==> src/rtl/tbce_pkg.sv <==
// Shared constants, register indexes and the configuration record of the crossover block.
package tbce_pkg;

  // Default widths of the sample path and of the filter accumulators.
  localparam int SAMPLE_BITS_DEF = 24;
  localparam int ACC_BITS_DEF    = 40;

  // Fixed number formats.
  localparam int COEF_FRAC   = 30;
  localparam int MUL_A_BITS  = 34;
  localparam int LEVEL_BITS  = 16;
  localparam logic [LEVEL_BITS-1:0] LEVEL_ONE = 16'd32768;
  localparam int SCALE_SHIFT = 32;

  // Configuration port format.
  localparam int CFG_IDX_BITS  = 8;
  localparam int CFG_DATA_BITS = 64;

  // Register indexes.
  localparam logic [CFG_IDX_BITS-1:0] REG_UPPER_NUMER = 8'd0;
  localparam logic [CFG_IDX_BITS-1:0] REG_UPPER_DENOM = 8'd1;
  localparam logic [CFG_IDX_BITS-1:0] REG_LOWER_NUMER = 8'd2;
  localparam logic [CFG_IDX_BITS-1:0] REG_LOWER_DENOM = 8'd3;
  localparam logic [CFG_IDX_BITS-1:0] REG_ATTACK      = 8'd4;
  localparam logic [CFG_IDX_BITS-1:0] REG_RELEASE     = 8'd5;
  localparam logic [CFG_IDX_BITS-1:0] REG_PEAK_DECAY  = 8'd6;
  localparam logic [CFG_IDX_BITS-1:0] REG_NOISE_FLOOR = 8'd7;

  // Reset values of the smoothing registers and the noise floor.
  localparam logic [31:0] ATTACK_RESET      = 32'd4277108822;
  localparam logic [31:0] RELEASE_RESET     = 32'd4294370815;
  localparam logic [31:0] PEAK_DECAY_RESET  = 32'd4294964195;
  localparam logic [22:0] NOISE_FLOOR_RESET = 23'd4194;

  // Register contents as seen by the datapath.
  typedef struct packed {
    logic [63:0] upper_numer;
    logic [63:0] upper_denom;
    logic [63:0] lower_numer;
    logic [63:0] lower_denom;
    logic [31:0] attack_coeff;
    logic [31:0] release_coeff;
    logic [31:0] peak_decay_coeff;
    logic [22:0] noise_floor;
  } cfg_t;

endpackage

==> src/rtl/tbce_if.sv <==
// Valid/ready channel interfaces for samples, band levels and register writes.
interface tbce_sample_if #(
  parameter int SAMPLE_BITS = tbce_pkg::SAMPLE_BITS_DEF
);
  logic                          valid;
  logic                          ready;
  logic signed [SAMPLE_BITS-1:0] sample;
  modport source (output valid, output sample, input ready);
  modport sink (input valid, input sample, output ready);
endinterface

interface tbce_level_if;
  logic                              valid;
  logic                              ready;
  logic [tbce_pkg::LEVEL_BITS-1:0]   low_level;
  logic [tbce_pkg::LEVEL_BITS-1:0]   mid_level;
  logic [tbce_pkg::LEVEL_BITS-1:0]   high_level;
  modport source (output valid, output low_level, output mid_level, output high_level,
                  input ready);
  modport sink (input valid, input low_level, input mid_level, input high_level,
                output ready);
endinterface

interface tbce_cfg_if;
  logic                                valid;
  logic                                ready;
  logic [tbce_pkg::CFG_IDX_BITS-1:0]   index;
  logic [tbce_pkg::CFG_DATA_BITS-1:0]  data;
  modport source (output valid, output index, output data, input ready);
  modport sink (input valid, input index, input data, output ready);
endinterface

==> src/rtl/tbce_regs.sv <==
// Configuration register file written through the register channel.
module tbce_regs (
  input  logic           clk_i,
  input  logic           rst_ni,
  tbce_cfg_if.sink       cfg_if,
  output tbce_pkg::cfg_t cfg_o
);

  tbce_pkg::cfg_t cfg_q, cfg_d;

  // Writes are always taken; unknown indexes are dropped.
  assign cfg_if.ready = 1'b1;

  always_comb begin
    cfg_d = cfg_q;
    if (cfg_if.valid) begin
      case (cfg_if.index)
        tbce_pkg::REG_UPPER_NUMER: cfg_d.upper_numer      = cfg_if.data;
        tbce_pkg::REG_UPPER_DENOM: cfg_d.upper_denom      = cfg_if.data;
        tbce_pkg::REG_LOWER_NUMER: cfg_d.lower_numer      = cfg_if.data;
        tbce_pkg::REG_LOWER_DENOM: cfg_d.lower_denom      = cfg_if.data;
        tbce_pkg::REG_ATTACK:      cfg_d.attack_coeff     = cfg_if.data[31:0];
        tbce_pkg::REG_RELEASE:     cfg_d.release_coeff    = cfg_if.data[31:0];
        tbce_pkg::REG_PEAK_DECAY:  cfg_d.peak_decay_coeff = cfg_if.data[31:0];
        tbce_pkg::REG_NOISE_FLOOR: cfg_d.noise_floor      = cfg_if.data[22:0];
        default: ;
      endcase
    end
  end

  always_ff @(posedge clk_i or negedge rst_ni) begin
    if (!rst_ni) begin
      cfg_q.upper_numer      <= '0;
      cfg_q.upper_denom      <= '0;
      cfg_q.lower_numer      <= '0;
      cfg_q.lower_denom      <= '0;
      cfg_q.attack_coeff     <= tbce_pkg::ATTACK_RESET;
      cfg_q.release_coeff    <= tbce_pkg::RELEASE_RESET;
      cfg_q.peak_decay_coeff <= tbce_pkg::PEAK_DECAY_RESET;
      cfg_q.noise_floor      <= tbce_pkg::NOISE_FLOOR_RESET;
    end else begin
      cfg_q <= cfg_d;
    end
  end

  assign cfg_o = cfg_q;

endmodule

==> src/rtl/tbce_serial_mult.sv <==
// Bit-serial signed multiplier: one multiplier bit per cycle, shift-and-add.
module tbce_serial_mult #(
  parameter int AW = tbce_pkg::MUL_A_BITS,
  parameter int BW = tbce_pkg::SAMPLE_BITS_DEF + 1
) (
  input  logic                   clk_i,
  input  logic                   rst_ni,
  input  logic                   start_i,
  input  logic signed [AW-1:0]   a_i,
  input  logic signed [BW-1:0]   b_i,
  output logic                   done_o,
  output logic signed [AW+BW:0]  prod_o
);

  localparam int CW = $clog2(BW);

  logic              busy_q, busy_d;
  logic              done_q, done_d;
  logic [CW-1:0]     cnt_q, cnt_d;
  logic signed [AW-1:0] a_q, a_d;
  logic signed [AW:0]   hi_q, hi_d;
  logic [BW-1:0]     lo_q, lo_d;
  logic signed [AW:0]   a_ext, addend, sum;
  logic              last;

  // One partial product per cycle; the sign bit of the multiplier subtracts.
  always_comb begin
    last   = (cnt_q == CW'(BW - 1));
    a_ext  = {a_q[AW-1], a_q};
    addend = lo_q[0] ? (last ? -a_ext : a_ext) : '0;
    sum    = hi_q + addend;
    busy_d = busy_q;
    done_d = 1'b0;
    cnt_d  = cnt_q;
    a_d    = a_q;
    hi_d   = hi_q;
    lo_d   = lo_q;
    if (start_i && !busy_q) begin
      busy_d = 1'b1;
      cnt_d  = '0;
      a_d    = a_i;
      hi_d   = '0;
      lo_d   = b_i;
    end else if (busy_q) begin
      hi_d  = {sum[AW], sum[AW:1]};
      lo_d  = {sum[0], lo_q[BW-1:1]};
      cnt_d = cnt_q + 1'b1;
      if (last) begin
        busy_d = 1'b0;
        done_d = 1'b1;
      end
    end
  end

  always_ff @(posedge clk_i or negedge rst_ni) begin
    if (!rst_ni) begin
      busy_q <= 1'b0;
      done_q <= 1'b0;
      cnt_q  <= '0;
    end else begin
      busy_q <= busy_d;
      done_q <= done_d;
      cnt_q  <= cnt_d;
    end
  end

  always_ff @(posedge clk_i) begin
    a_q  <= a_d;
    hi_q <= hi_d;
    lo_q <= lo_d;
  end

  assign done_o = done_q;
  assign prod_o = {hi_q, lo_q};

endmodule

==> src/rtl/tbce_serial_div.sv <==
// Restoring divider producing one quotient bit per cycle for the level ratio.
module tbce_serial_div #(
  parameter int DW = tbce_pkg::SAMPLE_BITS_DEF + 3
) (
  input  logic                            clk_i,
  input  logic                            rst_ni,
  input  logic                            start_i,
  input  logic [DW-1:0]                   num_i,
  input  logic [DW-1:0]                   den_i,
  output logic                            done_o,
  output logic [tbce_pkg::LEVEL_BITS-1:0] quo_o
);

  localparam int QB = tbce_pkg::LEVEL_BITS;
  localparam int CW = $clog2(QB);

  logic          busy_q, busy_d;
  logic          done_q, done_d;
  logic [CW-1:0] cnt_q, cnt_d;
  logic [DW-1:0] rem_q, rem_d;
  logic [DW-1:0] den_q, den_d;
  logic [QB-1:0] quo_q, quo_d;
  logic [DW:0]   rem2;
  logic          ge;

  // The numerator's low quotient bits are zero, so only the remainder doubles.
  always_comb begin
    rem2   = {rem_q, 1'b0};
    ge     = (rem2 >= {1'b0, den_q});
    busy_d = busy_q;
    done_d = 1'b0;
    cnt_d  = cnt_q;
    rem_d  = rem_q;
    den_d  = den_q;
    quo_d  = quo_q;
    if (start_i && !busy_q) begin
      busy_d = 1'b1;
      cnt_d  = '0;
      rem_d  = num_i;
      den_d  = den_i;
      quo_d  = '0;
    end else if (busy_q) begin
      rem_d = ge ? DW'(rem2 - {1'b0, den_q}) : rem2[DW-1:0];
      quo_d = {quo_q[QB-2:0], ge};
      cnt_d = cnt_q + 1'b1;
      if (cnt_q == CW'(QB - 1)) begin
        busy_d = 1'b0;
        done_d = 1'b1;
      end
    end
  end

  always_ff @(posedge clk_i or negedge rst_ni) begin
    if (!rst_ni) begin
      busy_q <= 1'b0;
      done_q <= 1'b0;
      cnt_q  <= '0;
    end else begin
      busy_q <= busy_d;
      done_q <= done_d;
      cnt_q  <= cnt_d;
    end
  end

  always_ff @(posedge clk_i) begin
    rem_q <= rem_d;
    den_q <= den_d;
    quo_q <= quo_d;
  end

  assign done_o = done_q;
  assign quo_o  = quo_q;

endmodule

==> src/rtl/three_band_crossover_envelope.sv <==
// Each item takes 33 serial multiplies on the shared multiplier and three divisions, one per band,
// plus control steps, from acceptance to valid levels.
// A band whose peak is zero or under the noise floor skips its division and reads level zero.
// The shared multiplier limits throughput; a new item is taken only once the previous item's levels
// sit in the output register.
// Reset clears filter history, envelopes, peaks and control; registers take their defaults.
module three_band_crossover_envelope #(
  parameter int SAMPLE_BITS = tbce_pkg::SAMPLE_BITS_DEF,
  parameter int ACC_BITS    = tbce_pkg::ACC_BITS_DEF
) (
  input  logic          clk_i,
  input  logic          rst_ni,
  tbce_cfg_if.sink      cfg_if,
  tbce_sample_if.sink   sample_if,
  tbce_level_if.source  level_if
);

  localparam int SB    = SAMPLE_BITS;
  localparam int F     = ACC_BITS - SAMPLE_BITS - 3;
  localparam int K     = tbce_pkg::COEF_FRAC - F;
  localparam int FP    = (F > 0) ? F : 0;
  localparam int FN    = (F < 0) ? -F : 0;
  localparam int ROUND = (F > 0) ? (1 << (FP - 1)) : 0;
  localparam int AW    = tbce_pkg::MUL_A_BITS;
  localparam int BW    = SB + 1;
  localparam int PW    = AW + BW + 1;
  localparam int WW    = PW + 3;
  localparam int RW    = ACC_BITS + FN + 1;
  localparam int DW    = SB + 3;
  localparam int LB    = tbce_pkg::LEVEL_BITS;
  localparam int SS    = tbce_pkg::SCALE_SHIFT;

  localparam logic [3:0] S_IDLE = 4'd0;
  localparam logic [3:0] S_BX   = 4'd1;
  localparam logic [3:0] S_ACC  = 4'd2;
  localparam logic [3:0] S_Y    = 4'd3;
  localparam logic [3:0] S_FB1  = 4'd4;
  localparam logic [3:0] S_FB2  = 4'd5;
  localparam logic [3:0] S_ENV1 = 4'd6;
  localparam logic [3:0] S_ENV2 = 4'd7;
  localparam logic [3:0] S_PK   = 4'd8;
  localparam logic [3:0] S_DIV  = 4'd9;
  localparam logic [3:0] S_DIVW = 4'd10;
  localparam logic [3:0] S_DONE = 4'd11;

  tbce_pkg::cfg_t cfg;

  logic [3:0]             state_q, state_d;
  logic [2:0]             bq_q, bq_d;
  logic [1:0]             band_q, band_d;
  logic                   started_q, started_d;
  logic signed [SB-1:0]   x_q, x_d;
  logic signed [SB-1:0]   lowmid_q, lowmid_d;
  logic signed [SB-1:0]   y_q, y_d;
  logic signed [SB-1:0]   band_y_q [3];
  logic signed [SB-1:0]   band_y_d [3];
  logic signed [WW-1:0]   bx_q, bx_d;
  logic signed [ACC_BITS-1:0] acc_q, acc_d;
  logic signed [ACC_BITS-1:0] s1_q [8];
  logic signed [ACC_BITS-1:0] s1_d [8];
  logic signed [ACC_BITS-1:0] s2_q [8];
  logic signed [ACC_BITS-1:0] s2_d [8];
  logic [SB-1:0]          env_q [3];
  logic [SB-1:0]          env_d [3];
  logic [SB-1:0]          peak_q [3];
  logic [SB-1:0]          peak_d [3];
  logic [SB-1:0]          r_q, r_d;
  logic [31:0]            c_q, c_d;
  logic [PW-1:0]          p1_q, p1_d;
  logic [LB-1:0]          lvl_q [3];
  logic [LB-1:0]          lvl_d [3];
  logic                   out_valid_q, out_valid_d;
  logic [LB-1:0]          out_low_q, out_low_d;
  logic [LB-1:0]          out_mid_q, out_mid_d;
  logic [LB-1:0]          out_high_q, out_high_d;

  logic                   mul_start, mul_done;
  logic signed [AW-1:0]   mul_a;
  logic signed [BW-1:0]   mul_b;
  logic signed [PW-1:0]   mul_p;
  logic                   div_start, div_done;
  logic [DW-1:0]          div_num, div_den;
  logic [LB-1:0]          div_quo;

  logic [63:0]            numer, denom;
  logic                   hp;
  logic signed [31:0]     b0, a1, a2;
  logic signed [SB-1:0]   bq_in;
  logic signed [WW-1:0]   scaled;
  logic signed [WW-1:0]   t1;
  logic signed [RW-1:0]   rnd_v;
  logic signed [SB-1:0]   band_y;
  logic [SB-1:0]          r_abs;
  logic [31:0]            c_sel;
  logic [32:0]            c_comp;
  logic [PW:0]            env_sum;
  logic [SB-1:0]          env_new, decayed, pk_cur;
  logic                   floor_low;

  tbce_regs u_regs (
    .clk_i  (clk_i),
    .rst_ni (rst_ni),
    .cfg_if (cfg_if),
    .cfg_o  (cfg)
  );

  tbce_serial_mult #(.AW(AW), .BW(BW)) u_mult (
    .clk_i   (clk_i),
    .rst_ni  (rst_ni),
    .start_i (mul_start),
    .a_i     (mul_a),
    .b_i     (mul_b),
    .done_o  (mul_done),
    .prod_o  (mul_p)
  );

  tbce_serial_div #(.DW(DW)) u_div (
    .clk_i   (clk_i),
    .rst_ni  (rst_ni),
    .start_i (div_start),
    .num_i   (div_num),
    .den_i   (div_den),
    .done_o  (div_done),
    .quo_o   (div_quo)
  );

  // Clamp a wide signed value to the accumulator range.
  function automatic logic signed [ACC_BITS-1:0] sat_acc(input logic signed [WW-1:0] v);
    logic signed [WW-1:0] hi_lim;
    logic signed [WW-1:0] lo_lim;
    hi_lim = (WW'(1) << (ACC_BITS - 1)) - WW'(1);
    lo_lim = -hi_lim - WW'(1);
    if (v > hi_lim) begin
      return hi_lim[ACC_BITS-1:0];
    end else if (v < lo_lim) begin
      return lo_lim[ACC_BITS-1:0];
    end
    return v[ACC_BITS-1:0];
  endfunction

  // Clamp a rounded accumulator to the sample range.
  function automatic logic signed [SB-1:0] sat_smp(input logic signed [RW-1:0] v);
    logic signed [RW-1:0] hi_lim;
    logic signed [RW-1:0] lo_lim;
    hi_lim = (RW'(1) << (SB - 1)) - RW'(1);
    lo_lim = -hi_lim - RW'(1);
    if (v > hi_lim) begin
      return hi_lim[SB-1:0];
    end else if (v < lo_lim) begin
      return lo_lim[SB-1:0];
    end
    return v[SB-1:0];
  endfunction

  // Coefficient selection: biquads 0..3 use the upper crossover, odd pairs are highpass.
  always_comb begin
    numer  = bq_q[2] ? cfg.lower_numer : cfg.upper_numer;
    denom  = bq_q[2] ? cfg.lower_denom : cfg.upper_denom;
    hp     = bq_q[1];
    b0     = hp ? signed'(numer[31:0]) : signed'(numer[63:32]);
    a1     = signed'(denom[63:32]);
    a2     = signed'(denom[31:0]);
    bq_in  = bq_q[0] ? y_q : (bq_q[2] ? lowmid_q : x_q);
    scaled = WW'(mul_p) >>> K;
    t1     = hp ? -(bx_q <<< 1) : (bx_q <<< 1);
    rnd_v  = ((RW'(acc_q) + RW'(ROUND)) >>> FP) <<< FN;
  end

  // Envelope operands for the current band.
  always_comb begin
    band_y    = band_y_q[band_q];
    r_abs     = band_y[SB-1] ? SB'(-band_y) : SB'(band_y);
    c_sel     = (r_abs > env_q[band_q]) ? cfg.attack_coeff : cfg.release_coeff;
    c_comp    = {1'b1, 32'd0} - {1'b0, c_q};
    env_sum   = {1'b0, p1_q} + {1'b0, mul_p};
    env_new   = env_sum[SS +: SB];
    decayed   = mul_p[SS +: SB];
    pk_cur    = peak_q[band_q];
    floor_low = ({{(33 - SB){1'b0}}, pk_cur} < {10'd0, cfg.noise_floor});
    div_num   = (DW'(env_q[band_q]) << 2) + DW'(env_q[band_q]);
    div_den   = (DW'(pk_cur) << 3) - DW'(pk_cur);
  end

  // Operands of the shared multiplier for each step.
  always_comb begin
    mul_a = '0;
    mul_b = '0;
    case (state_q)
      S_BX: begin
        mul_a = AW'(b0);
        mul_b = BW'(bq_in);
      end
      S_FB1: begin
        mul_a = AW'(a1);
        mul_b = BW'(y_q);
      end
      S_FB2: begin
        mul_a = AW'(a2);
        mul_b = BW'(y_q);
      end
      S_ENV1: begin
        mul_a = signed'({2'b00, c_sel});
        mul_b = signed'({1'b0, env_q[band_q]});
      end
      S_ENV2: begin
        mul_a = signed'({1'b0, c_comp});
        mul_b = signed'({1'b0, r_q});
      end
      S_PK: begin
        mul_a = signed'({2'b00, cfg.peak_decay_coeff});
        mul_b = signed'({1'b0, pk_cur});
      end
      default: ;
    endcase
  end

  assign mul_start = !started_q &&
                     (state_q == S_BX || state_q == S_FB1 || state_q == S_FB2 ||
                      state_q == S_ENV1 || state_q == S_ENV2 || state_q == S_PK);
  assign div_start = (state_q == S_DIV) && (pk_cur != '0) && !floor_low;

  // Sequencer over the eight biquads and then the three bands.
  always_comb begin
    state_d     = state_q;
    bq_d        = bq_q;
    band_d      = band_q;
    started_d   = started_q;
    x_d         = x_q;
    lowmid_d    = lowmid_q;
    y_d         = y_q;
    band_y_d    = band_y_q;
    bx_d        = bx_q;
    acc_d       = acc_q;
    s1_d        = s1_q;
    s2_d        = s2_q;
    env_d       = env_q;
    peak_d      = peak_q;
    r_d         = r_q;
    c_d         = c_q;
    p1_d        = p1_q;
    lvl_d       = lvl_q;
    out_valid_d = out_valid_q && !level_if.ready;
    out_low_d   = out_low_q;
    out_mid_d   = out_mid_q;
    out_high_d  = out_high_q;
    if (mul_start) begin
      started_d = 1'b1;
    end
    case (state_q)
      S_IDLE: begin
        if (sample_if.valid) begin
          x_d     = sample_if.sample;
          bq_d    = '0;
          state_d = S_BX;
        end
      end
      S_BX: begin
        if (mul_done) begin
          started_d = 1'b0;
          bx_d      = scaled;
          state_d   = S_ACC;
        end
      end
      S_ACC: begin
        acc_d   = sat_acc(bx_q + WW'(s1_q[bq_q]));
        state_d = S_Y;
      end
      S_Y: begin
        y_d     = sat_smp(rnd_v);
        state_d = S_FB1;
      end
      S_FB1: begin
        if (mul_done) begin
          started_d  = 1'b0;
          s1_d[bq_q] = sat_acc(t1 - scaled + WW'(s2_q[bq_q]));
          state_d    = S_FB2;
        end
      end
      S_FB2: begin
        if (mul_done) begin
          started_d  = 1'b0;
          s2_d[bq_q] = sat_acc(bx_q - scaled);
          // Second biquad of each cascade: keep its output.
          if (bq_q[0]) begin
            case (bq_q[2:1])
              2'd0: lowmid_d    = y_q;
              2'd1: band_y_d[2] = y_q;
              2'd2: band_y_d[0] = y_q;
              default: band_y_d[1] = y_q;
            endcase
          end
          if (bq_q == 3'd7) begin
            band_d  = '0;
            state_d = S_ENV1;
          end else begin
            bq_d    = bq_q + 1'b1;
            state_d = S_BX;
          end
        end
      end
      S_ENV1: begin
        if (mul_start) begin
          c_d = c_sel;
          r_d = r_abs;
        end
        if (mul_done) begin
          started_d = 1'b0;
          p1_d      = mul_p;
          state_d   = S_ENV2;
        end
      end
      S_ENV2: begin
        if (mul_done) begin
          started_d     = 1'b0;
          env_d[band_q] = env_new;
          state_d       = S_PK;
        end
      end
      S_PK: begin
        if (mul_done) begin
          started_d      = 1'b0;
          peak_d[band_q] = (env_q[band_q] > decayed) ? env_q[band_q] : decayed;
          state_d        = S_DIV;
        end
      end
      S_DIV: begin
        if (div_start) begin
          state_d = S_DIVW;
        end else begin
          lvl_d[band_q] = '0;
          if (band_q == 2'd2) begin
            state_d = S_DONE;
          end else begin
            band_d  = band_q + 1'b1;
            state_d = S_ENV1;
          end
        end
      end
      S_DIVW: begin
        if (div_done) begin
          lvl_d[band_q] = (div_quo > tbce_pkg::LEVEL_ONE) ? tbce_pkg::LEVEL_ONE : div_quo;
          if (band_q == 2'd2) begin
            state_d = S_DONE;
          end else begin
            band_d  = band_q + 1'b1;
            state_d = S_ENV1;
          end
        end
      end
      S_DONE: begin
        if (!out_valid_q || level_if.ready) begin
          out_valid_d = 1'b1;
          out_low_d   = lvl_q[0];
          out_mid_d   = lvl_q[1];
          out_high_d  = lvl_q[2];
          state_d     = S_IDLE;
        end
      end
      default: state_d = S_IDLE;
    endcase
  end

  always_ff @(posedge clk_i or negedge rst_ni) begin
    if (!rst_ni) begin
      state_q     <= S_IDLE;
      bq_q        <= '0;
      band_q      <= '0;
      started_q   <= 1'b0;
      out_valid_q <= 1'b0;
      for (int i = 0; i < 8; i++) begin
        s1_q[i] <= '0;
        s2_q[i] <= '0;
      end
      for (int i = 0; i < 3; i++) begin
        env_q[i]  <= '0;
        peak_q[i] <= '0;
      end
    end else begin
      state_q     <= state_d;
      bq_q        <= bq_d;
      band_q      <= band_d;
      started_q   <= started_d;
      out_valid_q <= out_valid_d;
      s1_q        <= s1_d;
      s2_q        <= s2_d;
      env_q       <= env_d;
      peak_q      <= peak_d;
    end
  end

  always_ff @(posedge clk_i) begin
    x_q        <= x_d;
    lowmid_q   <= lowmid_d;
    y_q        <= y_d;
    band_y_q   <= band_y_d;
    bx_q       <= bx_d;
    acc_q      <= acc_d;
    r_q        <= r_d;
    c_q        <= c_d;
    p1_q       <= p1_d;
    lvl_q      <= lvl_d;
    out_low_q  <= out_low_d;
    out_mid_q  <= out_mid_d;
    out_high_q <= out_high_d;
  end

  assign sample_if.ready     = (state_q == S_IDLE);
  assign level_if.valid      = out_valid_q;
  assign level_if.low_level  = out_low_q;
  assign level_if.mid_level  = out_mid_q;
  assign level_if.high_level = out_high_q;

  // A product only arrives for an operation that the sequencer issued.
  assert property (@(posedge clk_i) disable iff (!rst_ni) mul_done |-> started_q)
    else $error("multiplier result without a pending operation");

  // The updated peak never falls below the updated envelope of its band.
  assert property (@(posedge clk_i) disable iff (!rst_ni)
    (state_q == S_PK && mul_done) |=> peak_q[$past(band_q)] >= env_q[$past(band_q)])
    else $error("band peak below band envelope");

  // Levels presented never exceed unity.
  assert property (@(posedge clk_i) disable iff (!rst_ni)
    level_if.valid |-> (level_if.low_level <= tbce_pkg::LEVEL_ONE &&
                        level_if.mid_level <= tbce_pkg::LEVEL_ONE &&
                        level_if.high_level <= tbce_pkg::LEVEL_ONE))
    else $error("band level above unity");

endmodule

==> src/flat_wrapper.sv <==
// flat-port wrapper written by rule: the top's interface ports become plain ports
module three_band_crossover_envelope_flat 
#(
  parameter int SAMPLE_BITS = tbce_pkg::SAMPLE_BITS_DEF,
  parameter int ACC_BITS    = tbce_pkg::ACC_BITS_DEF
)
  (clk_i, rst_ni, cfg_if_valid, cfg_if_index, cfg_if_data, cfg_if_ready, sample_if_valid, sample_if_sample, sample_if_ready, level_if_valid, level_if_low_level, level_if_mid_level, level_if_high_level, level_if_ready);
  tbce_cfg_if cfg_if_i ();
  tbce_sample_if #(.SAMPLE_BITS(SAMPLE_BITS)) sample_if_i ();
  tbce_level_if level_if_i ();
  input  logic clk_i;
  input  logic rst_ni;
  input wire logic [$bits(cfg_if_i.valid)-1:0] cfg_if_valid;
  input wire logic [$bits(cfg_if_i.index)-1:0] cfg_if_index;
  input wire logic [$bits(cfg_if_i.data)-1:0] cfg_if_data;
  output wire logic [$bits(cfg_if_i.ready)-1:0] cfg_if_ready;
  input wire logic [$bits(sample_if_i.valid)-1:0] sample_if_valid;
  input wire logic [$bits(sample_if_i.sample)-1:0] sample_if_sample;
  output wire logic [$bits(sample_if_i.ready)-1:0] sample_if_ready;
  output wire logic [$bits(level_if_i.valid)-1:0] level_if_valid;
  output wire logic [$bits(level_if_i.low_level)-1:0] level_if_low_level;
  output wire logic [$bits(level_if_i.mid_level)-1:0] level_if_mid_level;
  output wire logic [$bits(level_if_i.high_level)-1:0] level_if_high_level;
  input wire logic [$bits(level_if_i.ready)-1:0] level_if_ready;
  assign cfg_if_i.valid = cfg_if_valid;
  assign cfg_if_i.index = cfg_if_index;
  assign cfg_if_i.data = cfg_if_data;
  assign cfg_if_ready = cfg_if_i.ready;
  assign sample_if_i.valid = sample_if_valid;
  assign sample_if_i.sample = sample_if_sample;
  assign sample_if_ready = sample_if_i.ready;
  assign level_if_valid = level_if_i.valid;
  assign level_if_low_level = level_if_i.low_level;
  assign level_if_mid_level = level_if_i.mid_level;
  assign level_if_high_level = level_if_i.high_level;
  assign level_if_i.ready = level_if_ready;
  three_band_crossover_envelope #(.SAMPLE_BITS(SAMPLE_BITS), .ACC_BITS(ACC_BITS)) u_core (.clk_i(clk_i), .rst_ni(rst_ni), .cfg_if(cfg_if_i), .sample_if(sample_if_i), .level_if(level_if_i));
endmodule
==> config.mk <==
export PLATFORM = sky130hd
export DESIGN_NAME = three_band_crossover_envelope_flat
export DESIGN_NICKNAME = d
export VERILOG_FILES = /design/src/rtl/tbce_pkg.sv /design/src/rtl/tbce_if.sv /design/src/rtl/tbce_regs.sv /design/src/rtl/tbce_serial_mult.sv /design/src/rtl/tbce_serial_div.sv /design/src/rtl/three_band_crossover_envelope.sv /design/src/flat_wrapper.sv
export SDC_FILE = /design/constraint.sdc
export NUM_CORES = 2
export LEC_CHECK = 0
export ABC_AREA = 1
export BUFFER_PORTS_ARGS = -buffer_cell sky130_fd_sc_hd__buf_2
export CORE_AREA = 2 2 503 505
export CTS_BUF_LIST = sky130_fd_sc_hd__clkbuf_8
export DETAILED_ROUTE_END_ITERATION = 10
export DIE_AREA = 0 0 505 507
export HOLD_SLACK_MARGIN = 0.02
export SLEW_MARGIN = 40
export SYNTH_ARGS = -nofsm -noshare
export SYNTH_HDL_FRONTEND = slang
export SYNTH_SLANG_ARGS = --single-unit
==> constraint.sdc <==
create_clock -name clk_i -period 7.3 [get_ports clk_i]
set_input_delay 1.46 -clock clk_i [delete_from_list [all_inputs] [get_ports clk_i]]
set_output_delay 1.46 -clock clk_i [all_outputs]
set_load 0.01 [all_outputs]
==> impl_metrics.ini <==
[cts]
clkSinkCount = 1768
cts_tree = built
cts_buffers = 334
ctsHtreeMaxLevel = 5
cts_root_buf = clkbuf_8
clkSlewWorstSetupHoldPaths_ps = 60
clk_latency_ps = 1140
clk_path_buf_depth = 4
cts_hold_buf = 0

[route]
ant_nets = 0
routedWlPerCell_um = 24.3
drt_iter0_drc = 11100
totalWireLength_um = 399000
dr.pass1.iters = 6
drcViolationCount = 0
vias = 90500
viasPerCell = 5.51

[worst_hold_path]
holdCritPathClass = in -> async

[synthesis]
postSynthAreaPerCell_um2 = 7.95
synth-edff-count = 535
synth_largest_area_cell = dfrtp_1
ys.flop_type = dfrtp_1
synth_top_area_share = 0.277
synthesis.nets = 13100
synth_cells = 12500
synthArstFlopShare = 0.669
netlist_area_um2 = 99700
synth_area_leaders = dfrtp_1 (28%), nand2_1 (17%), edfxtp_1 (16%)
synth_warnings = 0
ys_seq_elements = 1768
synth-seq-area-share = 0.469
synth_cell_types = 77

[final_layout]
final_layout_size_suffix_gt1_frac = 0.0940
fin_cells = 16400
syn_to_final_growth_pct = 12.3
final_area_um2 = 112000
most-common-layout-cells = nand2_1 (4582), inv_1 (1260), dfrtp_1 (1104), o21ai_0 (863), nor2_1 (619)
post-route-util = 0.447
final_nets = 13400
layout_commonest_cell = nand2_1

[setup_path]
slowest_delay_ps = 500
path_max_fanout = 39
critical_path_required_ps = 8270
crit_slowest_cell = edfxtp_1
path_class = reg -> reg
start_kind = flip-flop
cp-end-kind = flip-flop
cpMostUsedCell = nand2_1
crit_arrival_ps = 7770

[sta]
hold_violations = 0
report.final.slew_viol_count = 0
final.period_utilization = 0.931
worst_slew_pin_slew_ps = 945
max_clock_freq_mhz = 147
fin_skew_ps = 105
tns_ps = 0
grt_setup_unrepaired = false
relSlewSlack = 0.369
timing.final.crit_period_ps = 6800
finalSetupViolCount = 0

[placed_design]
io_buffers = 150
place_area_um2 = 105000
globalplace.congestion = 1.05
place_inst = 15800
place_hpwl_um = 287000

[grt]
first_global_vias = 85900
antenna_found_initial = 34
track_usage = 0.305
overflow = 0
grt_first_pass_wirelength_um = 584000
grt_max_degree = 146

[run]
maxCapViolCount = 0

[die]
io_pins = 152
start_util = 0.398
die-area_um2 = 256000
rows = 184
die_y_um = 507
die_w_um = 505
core_um2 = 250000

[power]
p_per_area_nw_per_um2 = 181
peakVddDrop_uv = 207
power_mw = 20.3
power.static_leakage_nw = 55.9

[run_status]
outcome = finished clean
-- per-layer routing --
layer	routed length, um	part of all wire	vias to the layer above	global-route usage
met5	397	0.0010	-	0
met4	23100	0.058	22	0.152
met1	167000	0.42	43600	0.415
met3	36400	0.091	909	0.0624
met2	171000	0.43	4176	0.462
li1	-	-	41800	-
-- cell type report --
class	count	area, um2
Fill cell	25500	138000
Clock inverter	201	1100
Sequential cell	1768	46800
Clock buffer	384	5290
Tap cell	3348	4190
Timing Repair Buffer	411	3030
Antenna cell	8	20.0
Inverter	1222	4590
Multi-Input combinational cell	9066	47000
-- path summary, 6_finish.rpt --
| check | start | to | slack (ps) | depth (start not counted) |
|---|---|---|---|---|
| min in group clk_i | u_core.lvl_q[13] | u_core.level_if.high_level[13] | 430 | 0 |
| worst max register to register | u_core.bx_q[0] | u_core.s1_q[46] | 500 | 33 |
| worst max-delay path | u_core.bx_q[0] | u_core.s1_q[46] | 500 | 33 |
| max in group asynchronous | rst_ni | u_core.u_div.cnt_q[0] | 5250 | 4 |
| worst min register to register | u_core.lvl_q[13] | u_core.level_if.high_level[13] | 430 | 0 |
| worst min-delay path | rst_ni | u_core.u_regs.cfg_o[242] | 180 | 1 |
-- where the power goes --
part           switching, mW  internal [mW]
sequential            0.0557           10.3
clock                   4.44           5.10
combinational          0.308          0.103
-- flip-flops by register name, summed over array words and instances (netlist names), 34 cells and up --
signal	cells
u_core.u_regs.cfg_o	375
u_core.s1_q	320
u_core.s2_q	320
u_core.band_y_q	72
u_core.env_q	72
u_core.peak_q	72
u_core.p1_q	56
u_core.lvl_q	48
u_core.bx_q	42
u_core.u_mult.a_q	34
u_core.u_mult.hi_q	34
-- kinds of logic (layout without fill, tap and decap cells) --
kind of cell | count (synthesis) | count (layout) | share of synthesized area
simple gates | 6096 | 6096 | 0.246
mux | 7 | 7 | 0.000728
buf+inv | 1706 | 2218 | 0.0652
other cells | 1 | 9 | 0.0000376
compound gates | 2224 | 2224 | 0.132
fa+ha+maj | 456 | 456 | 0.0622
flops | 1768 | 1768 | 0.469
xor+xnor | 282 | 282 | 0.0248
-- critical path: cells and delay by family (launching register included) --
kind,cells,cell delay (ps)
AO/OA/AOI/OAI,1,210
adder cells (fa/ha/maj),3,1100
AND/OR/NAND/NOR,24,3810
flip-flops,1,500
buffers and inverters,5,980
-- Yosys cell counts, types with 77 or more instances --
master,instances
nor2_1,662
dfstp_2,77
ha_1,389
a22oi_1,187
edfxtp_1,535
nand3_1,345
dfrtp_1,1106
o21ai_0,866
inv_1,1162
nand4_1,156
clkbuf_1,419
xnor2_1,98
or2_2,101
a21oi_1,601
a221oi_1,79
nor3_1,87
xor2_1,184
nand2_1,4596
-- through the flow --
stage,hold WS (ps),setup slack (ps)
6_report,179,505
5_1_grt,167,2.07
4_1_cts,147,525
3_5_place_dp,435,564
3_3_place_gp,433,483
2_1_floorplan,424,1600
-- what timing repair did --
action,in CTS,in global routing
setup buffers,0,2
setup endpoints to repair,0,220
resized for setup,0,4
(Power assumes the default switching activity.)
